<file path="src/rtl/core/pcof_pkg.sv">
// Shared constants, register indexes and control types of the phase-current calibration filter.
package pcof_pkg;

  localparam int SAMPLE_W = 12;
  localparam int ADC_BITS = 12;
  localparam int CAL_SAMPLES_DEF = 64;

  localparam int OFS_W  = 12;
  localparam int GAIN_W = 20;
  localparam int KEEP_W = 16;
  localparam int CUR_W  = 20;
  localparam int FILT_W = 36;
  localparam int CFG_W  = 20;
  localparam int IDX_W  = 2;

  localparam int DIF_W = OFS_W + 1;
  localparam int P_W   = DIF_W + GAIN_W;
  localparam int E_W   = FILT_W + 1;
  localparam int EHI_W = E_W - KEEP_W;
  localparam int HI_W  = EHI_W + KEEP_W + 1;
  localparam int LO_W  = 2 * KEEP_W;
  localparam int ACC_W = FILT_W + 3;
  localparam int GAIN_FRAC = 12;
  localparam int SH_W  = FILT_W - GAIN_FRAC;

  localparam logic [OFS_W-1:0]         BIAS_IDEAL_RST = 12'd2048;
  localparam logic [OFS_W-1:0]         BIAS_ERR_RST   = 12'd200;
  localparam logic signed [GAIN_W-1:0] GAIN_RST       = 20'sd4096;
  localparam logic [KEEP_W-1:0]        KEEP_RST       = 16'd0;

  localparam logic signed [FILT_W-1:0] FILT_MAX = {1'b0, {(FILT_W-1){1'b1}}};
  localparam logic signed [FILT_W-1:0] FILT_MIN = {1'b1, {(FILT_W-1){1'b0}}};
  localparam logic signed [CUR_W-1:0]  CUR_MAX  = {1'b0, {(CUR_W-1){1'b1}}};
  localparam logic signed [CUR_W-1:0]  CUR_MIN  = {1'b1, {(CUR_W-1){1'b0}}};

  localparam logic [SAMPLE_W-1:0] ADC_MASK =
    SAMPLE_W'((64'(1) << ADC_BITS) - 64'(1));

  typedef enum logic [IDX_W-1:0] {
    REG_BIAS_IDEAL = 2'd0,
    REG_BIAS_ERR   = 2'd1,
    REG_GAIN       = 2'd2,
    REG_KEEP       = 2'd3
  } reg_idx_t;

  typedef struct packed {
    logic capture;
    logic cal_add;
    logic avg_load;
    logic cal_fix;
    logic mul_p;
    logic diff;
    logic mul_e;
    logic update;
    logic out_load;
  } pcof_cmd_t;

  typedef struct packed {
    logic cal_done;
    logic cal_last;
  } pcof_status_t;

endpackage

</file>
<file path="src/rtl/core/pcof_ctrl.sv">
// Controller: sequences calibration, averaging, filtering and the output register.
module pcof_ctrl (
  input  logic                   clk,
  input  logic                   rst,
  input  logic                   in_valid,
  output logic                   in_stall,
  output logic                   out_valid,
  input  logic                   out_stall,
  input  pcof_pkg::pcof_status_t status,
  output pcof_pkg::pcof_cmd_t    cmd
);

  typedef enum logic [3:0] {
    S_IDLE,
    S_CAL_ADD,
    S_AVG,
    S_CHECK,
    S_MUL_P,
    S_DIFF,
    S_MUL_E,
    S_UPDATE,
    S_WRITE
  } state_t;

  state_t                        state;
  logic                          accept;
  logic                          out_free;

  assign in_stall = (state != S_IDLE);
  assign accept   = in_valid && !in_stall;
  assign out_free = !out_valid || !out_stall;

  always_comb begin
    cmd          = '0;
    cmd.capture  = accept;
    cmd.cal_add  = (state == S_CAL_ADD);
    cmd.avg_load = (state == S_AVG);
    cmd.cal_fix  = (state == S_CHECK);
    cmd.mul_p    = (state == S_MUL_P);
    cmd.diff     = (state == S_DIFF);
    cmd.mul_e    = (state == S_MUL_E);
    cmd.update   = (state == S_UPDATE);
    cmd.out_load = (state == S_WRITE) && out_free;
  end

  always_ff @(posedge clk) begin
    if (rst) begin
      state     <= S_IDLE;
      out_valid <= 1'b0;
    end else begin
      if (cmd.out_load) begin
        out_valid <= 1'b1;
      end else if (!out_stall) begin
        out_valid <= 1'b0;
      end
      case (state)
        S_IDLE: begin
          if (accept) begin
            state <= status.cal_done ? S_MUL_P : S_CAL_ADD;
          end
        end
        S_CAL_ADD: state <= status.cal_last ? S_AVG : S_WRITE;
        S_AVG:     state <= S_CHECK;
        S_CHECK:   state <= S_WRITE;
        S_MUL_P:   state <= S_DIFF;
        S_DIFF:    state <= S_MUL_E;
        S_MUL_E:   state <= S_UPDATE;
        S_UPDATE:  state <= S_WRITE;
        S_WRITE: begin
          if (out_free) begin
            state <= S_IDLE;
          end
        end
        default: state <= S_IDLE;
      endcase
    end
  end

endmodule

</file>
<file path="config.mk">
export PLATFORM = sky130hd
export DESIGN_NAME = pcof_ctrl
export DESIGN_NICKNAME = d
export VERILOG_FILES = /design/src/rtl/core/pcof_pkg.sv /design/src/rtl/core/pcof_ctrl.sv
export SDC_FILE = /design/constraint.sdc
export NUM_CORES = 1
export LEC_CHECK = 0
export ABC_AREA = 0
export BUFFER_PORTS_ARGS = -buffer_cell sky130_fd_sc_hd__clkbuf_2
export CORE_AREA = 2 2 39 41
export DETAILED_ROUTE_END_ITERATION = 7
export DIE_AREA = 0 0 41 43
export PLACE_DENSITY_LB_ADDON = 0.3
export SKIP_LAST_GASP = 1
export SLEW_MARGIN = 20
export SYNTH_ARGS = -nofsm -noshare
export SYNTH_HDL_FRONTEND = slang
export SYNTH_SLANG_ARGS = --single-unit
</file>
<file path="constraint.sdc">
create_clock -name clk -period 1.65 [get_ports clk]
set_input_delay 0.165 -clock clk [delete_from_list [all_inputs] [get_ports clk]]
set_output_delay 0.165 -clock clk [all_outputs]
set_load 0.005 [all_outputs]
</file>
==> results of run 1 <==
[how the worst max path moves through the flow]
stage	startpoint	cells past startpoint	end	slack (ps)
2_1_floorplan	state[0]	3	cmd[0]	390
3_3_place_gp	state[1]	3	cmd[0]	300
3_5_place_dp	state[1]	3	cmd[0]	290
4_1_cts	state[1]	3	cmd[0]	20
5_1_grt	state[1]	3	cmd[0]	20
6_report	state[1]	3	cmd[0]	80
[metrics by stage]
stage / power (µW) / hold WS [ps] / std cells / utilization (%)
after floorplan: 206.9 / 234.1 / 41 / -
after global placement: 236.9 / 430.9 / 71 / 30.65
after detailed placement: 237.0 / 436.9 / 71 / 30.65
after CTS: 384.6 / 181.6 / 75 / 32.55
after global routing: 401.6 / 199.9 / 75 / 32.64
final: 375.9 / 190.6 / 75 / 32.64
[cell type report]
class / count / area, µm² / area share, %
clock buffers: 4 / 26.28 / 5.817
multi-input cells: 31 / 201.4 / 44.60
flip-flops and latches: 5 / 101.3 / 22.44
well taps: 16 / 20.02 / 4.432
repair buffers: 19 / 102.6 / 22.71
[state kept, by name, summed over array words and instances (netlist names)]
name,cells
state,4
out_valid,1
[per-layer routing]
layer	up-vias	routed length (µm)	track usage [%]
met5	-	0	0
met4	0	0	2.000
met3	0	51	8.901
met2	9	376	12.81
met1	160	357	10.00
li1	182	-	-
[power by group through the flow]
stage	Sequential, µW	Clock [µW]	Combinational [µW]
floorplan	135	0	72.4
global placement	141	0	96.3
detailed placement	141	0	96.3
CTS	139	149	96.6
global route	141	155	106
finish	140	141	95.4
[what timing repair did]
| item | CTS | global route |
|---|---|---|
| hold endpoints to repair | 0 | 0 |
| hold buffers | 0 | 0 |
| endpoints found under the setup margin | 0 | 1 |
| resized for setup | 0 | 1 |
[cells by family after synthesis]
group           count (synthesis)  synth area share, %
flops                           5                29.96
buf+inv                         5                9.737
simple gates                   22                37.46
compound gates                  9                22.85
[layout by cell type (no fill, tap or decap), drive strengths merged]
cell	synthesis	routed
or4b	1	1
nor2	7	7
buf	4	3
o21a	1	1
a21boi	1	1
clkbuf	1	20
nand2	3	3
o32ai	2	2
o21bai	1	1
nor3	4	4
and4bb	1	1
or3b	1	1
nand2b	3	3
dfxtp	5	5
o21ba	1	1
a21oi	2	2
and3	1	1
or2b	1	1
a2111oi	1	1
==> flow_metrics.py, run 1 <==
metrics = {
    "status": {
        "outcome": "finished clean",
    },
    "sta": {
        "drv_slew": 0,
        "fin_skew_ps": 3.800,
        "hold_viol_final": 0,
        "worst_pin_slew_ps": 338.1,
        "final.period_utilization_pct": 95.19,
        "fin_setup_tns_ps": 0,
        "max_slew_margin_pct": 76.88,
        "finalCriticalPeriod_ps": 1571,
        "max_freq_mhz": 636.7,
        "finalSetupViolCount": 0,
        "fin_ws_ps": 79.40,
        "rsz0062_at_grt": "no",
    },
    "setup_path": {
        "crit_type": "register to output pin",
        "worstPathCellList": "or4b_4 -> a21oi_1 -> clkbuf_2",
        "cp-start-kind": "register",
        "r2r_start": "state[1]",
        "required_ps": 1480,
        "r2r-end": "state[3]",
        "reg2reg_depth": 2,
        "critical_path.endpoint_type": "output pin",
        "cp_num_buf_inv": 1,
        "crit_family": "simple AND/OR/NAND/NOR gates",
        "max_stage_delay_ps": 550,
        "ff2ff_setup_slack_ps": 400,
        "path_max_fanout": 11,
        "critPathSlowestCell": "or4b_4",
        "arrival_ps": 1410,
    },
    "cells_and_area": {
        "fin_area_um2": 451.7,
        "nFillCells": 148,
        "nNetsFinal": 66,
        "drive_gt1_share_pct": 47.46,
        "diodes": 0,
        "syn_to_final_growth_pct": 35.21,
    },
    "yosys": {
        "syn-instance-count": 41,
        "synth_area_leaders": "dfxtp_1 30%, nor2_1 7.9%, nor3_1 6.0%, nand2b_1 5.6%, o32ai_2 4.9%",
        "ys_seq_elements": 5,
        "synth_cell_types": 22,
        "synth.most_common_cell": "nor2_1",
        "yosys_warnings": 0,
        "ys_seq_area_share_pct": 29.96,
        "synth_top_area_cell": "dfxtp_1",
        "synth_top_cell_area_share_pct": 29.96,
        "synth_edf_count": 0,
        "async_flop_share_pct": 0,
        "postSynthAreaPerCell_um2": 8.148,
        "synth_common_cells": "7 x nor2_1, 5 x dfxtp_1, 4 x nor3_1",
        "synth_flop_cell": "dfxtp_1",
        "synthesis.nets": 47,
        "synthesis.area_um2": 334.1,
    },
    "cts": {
        "htreeDepth": 1,
        "cts_buffer_depth": 2,
        "cts_buffers": 3,
        "clock_tree.root_cell": "clkbuf_4",
        "cts_tree": "built",
        "cts.sinks": 5,
        "cts.clk_slew.worst_paths_ps": 40,
        "post_cts_buffers": 0,
        "insertion_delay_ps": 240,
    },
    "place": {
        "gpl.final_weighted_congestion": 0.6888,
        "dpl_cell_area_um2": 424.2,
        "numPortBuffers": 16,
        "preCtsSetupSlack_ps": 290.3,
    },
    "floorplanning": {
        "die_w_um": 41,
        "start_util_pct": 24.14,
        "coreArea_um2": 1384,
        "num_rows": 14,
        "fp.dieH_um": 43,
        "io_pins": 17,
        "die-area_um2": 1763,
    },
    "detailed_routing": {
        "route.antenna.remaining_nets": 0,
        "vias_per_cell": 4.680,
        "drtIter0Drc": 6,
        "drc": 0,
        "wl_per_cell_um": 10.47,
        "wirelength_um": 785,
        "dr.pass1.iters": 3,
        "via_count": 351,
    },
    "global_routing": {
        "grt_pass1_wl_um": 1055,
        "grt_usage_pct": 9.246,
        "grt-ovfl-total": 0,
        "grt_pass1_vias": 265,
        "antenna_found_initial": 0,
        "grt_max_degree": 12,
    },
    "power": {
        "leakagePower_uw": 0.0002056,
        "swShare_pct": 27.49,
        "p_int_uw": 272.6,
        "combPwrFrac_pct": 25.4,
        "pwr-share-seq_pct": 37.3,
        "power.density_nw_per_um2": 832.3,
        "vdd_drop_max_uv": 405.0,
        "switching_power_uw": 103.3,
        "p_clk_share_pct": 37.4,
    },
    "hold_path": {
        "hp-class": "input pin to register",
        "hold_start": "rst",
        "worstHoldEndpoint": "out_valid",
        "hold_depth": 2,
    },
    "run": {
        "maxCapViolCount": 0,
    },
}
(Power assumes the default switching activity.)
==> run 2, diff against run 1 <==
--- a/config.mk
+++ b/config.mk
@@ -10,7 +10,7 @@
 export CORE_AREA = 2 2 39 41
 export DETAILED_ROUTE_END_ITERATION = 7
 export DIE_AREA = 0 0 41 43
-export PLACE_DENSITY_LB_ADDON = 0.3
+export PLACE_DENSITY_LB_ADDON = 0.15
 export SKIP_LAST_GASP = 1
 export SLEW_MARGIN = 20
 export SYNTH_ARGS = -nofsm -noshare
==> run 2 against run 1 <==
Effect of this change:
- combinational power decreased by 3.2%
- power increased by 1.8%
- clock power increased by 6%
==> flow_metrics.py, run 2 (synthesis results as in run 1) <==
metrics = {
    "run": {
        "maxCapViolCount": 0,
    },
    "global_routing": {
        "top_usage_layer": "met2",
        "grt_util_met2_pct": 14.06,
        "grt-ovfl-total": 0,
        "grt_use_met1_pct": 9.646,
        "grt_pass1_vias": 300,
        "grt_pass1_wl_um": 1097,
        "grt_max_degree": 11,
        "met3_usage_pct": 3.141,
        "grt_usage_pct": 9.639,
        "antenna_found_initial": 0,
    },
    "sta": {
        "drv_slew": 0,
        "worst_pin_slew_ps": 378.5,
        "max_freq_mhz": 631.0,
        "finalCriticalPeriod_ps": 1585,
        "rsz0062_at_grt": "no",
        "fin_setup_tns_ps": 0,
        "finalSetupViolCount": 0,
        "final.period_utilization_pct": 96.05,
        "fin_skew_ps": 2.129,
        "fin_ws_ps": 65.12,
        "max_slew_margin_pct": 74.11,
        "hold_viol_final": 0,
    },
    "status": {
        "outcome": "finished clean",
    },
    "floorplanning": {
        "io_pins": 17,
        "num_rows": 14,
        "coreArea_um2": 1384,
        "die_w_um": 41,
        "start_util_pct": 24.14,
        "fp.dieH_um": 43,
        "die-area_um2": 1763,
    },
    "cts": {
        "cts.sinks": 5,
        "cts_buffers": 3,
        "cts_buffer_depth": 2,
        "cts.clk_slew.worst_paths_ps": 50,
        "clock_tree.root_cell": "clkbuf_4",
        "post_cts_buffers": 0,
        "cts_tree": "built",
        "insertion_delay_ps": 250,
        "htreeDepth": 1,
    },
    "cells_and_area": {
        "multiInputGateArea_um2": 205.2,
        "syn_to_final_growth_pct": 34.46,
        "top_register": "state",
        "regArea_um2": 102.6,
        "final_cell_mix": "16 x clkbuf_2, 7 x nor2_1, 4 x nor3_1",
        "drive_gt1_share_pct": 50.00,
        "diodes": 0,
        "nNetsFinal": 65,
        "nFillCells": 161,
        "largest_register_ffs": 4,
        "final_common_cell": "clkbuf_2",
        "top_regs": "state: 4 flops, out_valid: 1 flops",
    },
    "detailed_routing": {
        "drtIter0Drc": 5,
        "vias_per_cell": 4.703,
        "dr.pass1.iters": 4,
        "via_count": 348,
        "wl_per_cell_um": 10.24,
        "route.antenna.remaining_nets": 0,
        "wirelength_um": 758,
        "drc": 0,
    },
    "power": {
        "leakagePower_uw": 0.0002001,
        "vdd_drop_max_uv": 353.4,
        "power.density_nw_per_um2": 852.0,
    },
    "hold_path": {
        "hp-class": "input pin to register",
    },
    "place": {
        "dpl.hpwl_um": 573,
        "numPortBuffers": 16,
        "gpl.final_weighted_congestion": 0.7268,
        "preCtsSetupSlack_ps": 244.5,
    },
    "setup_path": {
        "cp-start-kind": "register",
        "crit_type": "register to output pin",
        "required_ps": 1480,
        "critical_path.endpoint_type": "output pin",
        "arrival_ps": 1420,
        "path_max_fanout": 10,
    },
}
==> run 2: changes by cell type in the layout (fill, tap and decap cells not counted), sizes merged <==
| cell | before | now |
|---|---|---|
| buf | 3 | 2 |
==> run 2: worst max-delay path: stages, from the launching register on <==
cell	delay, ps
dfxtp_2	360
or4b_4	570
a21oi_2	120
clkbuf_2	120
==> run 2: metal layers <==
metal	routed length [µm]	vias to the layer above
met5	0	-
met4	19	0
met3	50	4
met2	350	11
met1	338	155
li1	-	178
==> run 2: power by group <==
group	internal (µW)	total [µW]	switching (µW)	leakage, µW
Clock	91.9	149	57.1	0.0000150
Sequential	131	141	10.8	0.0000417
Combinational	49.0	92.3	43.3	0.000143
==> run 2: per-stage QoR <==
stage	hold slack (ps)	cells	power, µW	utilization [%]	cell area [µm²]
CTS	156.4	74	387.3	32.19	445.4
global route	186.1	74	402.0	32.46	449.2
global placement	437.8	70	236.4	30.11	416.7
floorplan	234.1	41	206.9	-	334.1
detailed placement	420.2	70	235.2	30.11	416.7
finish	162.5	74	382.7	32.46	449.2
==> run 2: what timing repair did <==
item / in CTS / in global routing
resized for setup: 2 / 1
hold buffers: 0 / 0
endpoints found under the setup margin: 1 / 1
hold endpoints to repair: 0 / 0
==> run 2: area by class of cell <==
cell class | instances | share of cell area (%)
clock buffer | 4 | 5.850
multi-input combinational | 31 | 45.68
sequential | 5 | 22.84
tap | 16 | 4.457
timing repair buffer | 18 | 21.17
==> run 2: worst paths after layout <==
path,startpoint,endpoint,slack (ps),cells past startpoint
hold / removal,rst,out_valid,160,2
hold reg to reg,out_valid,out_valid,540,2
setup / recovery,state[0],cmd[0],70,3
setup reg to reg,state[0],state[3],370,2
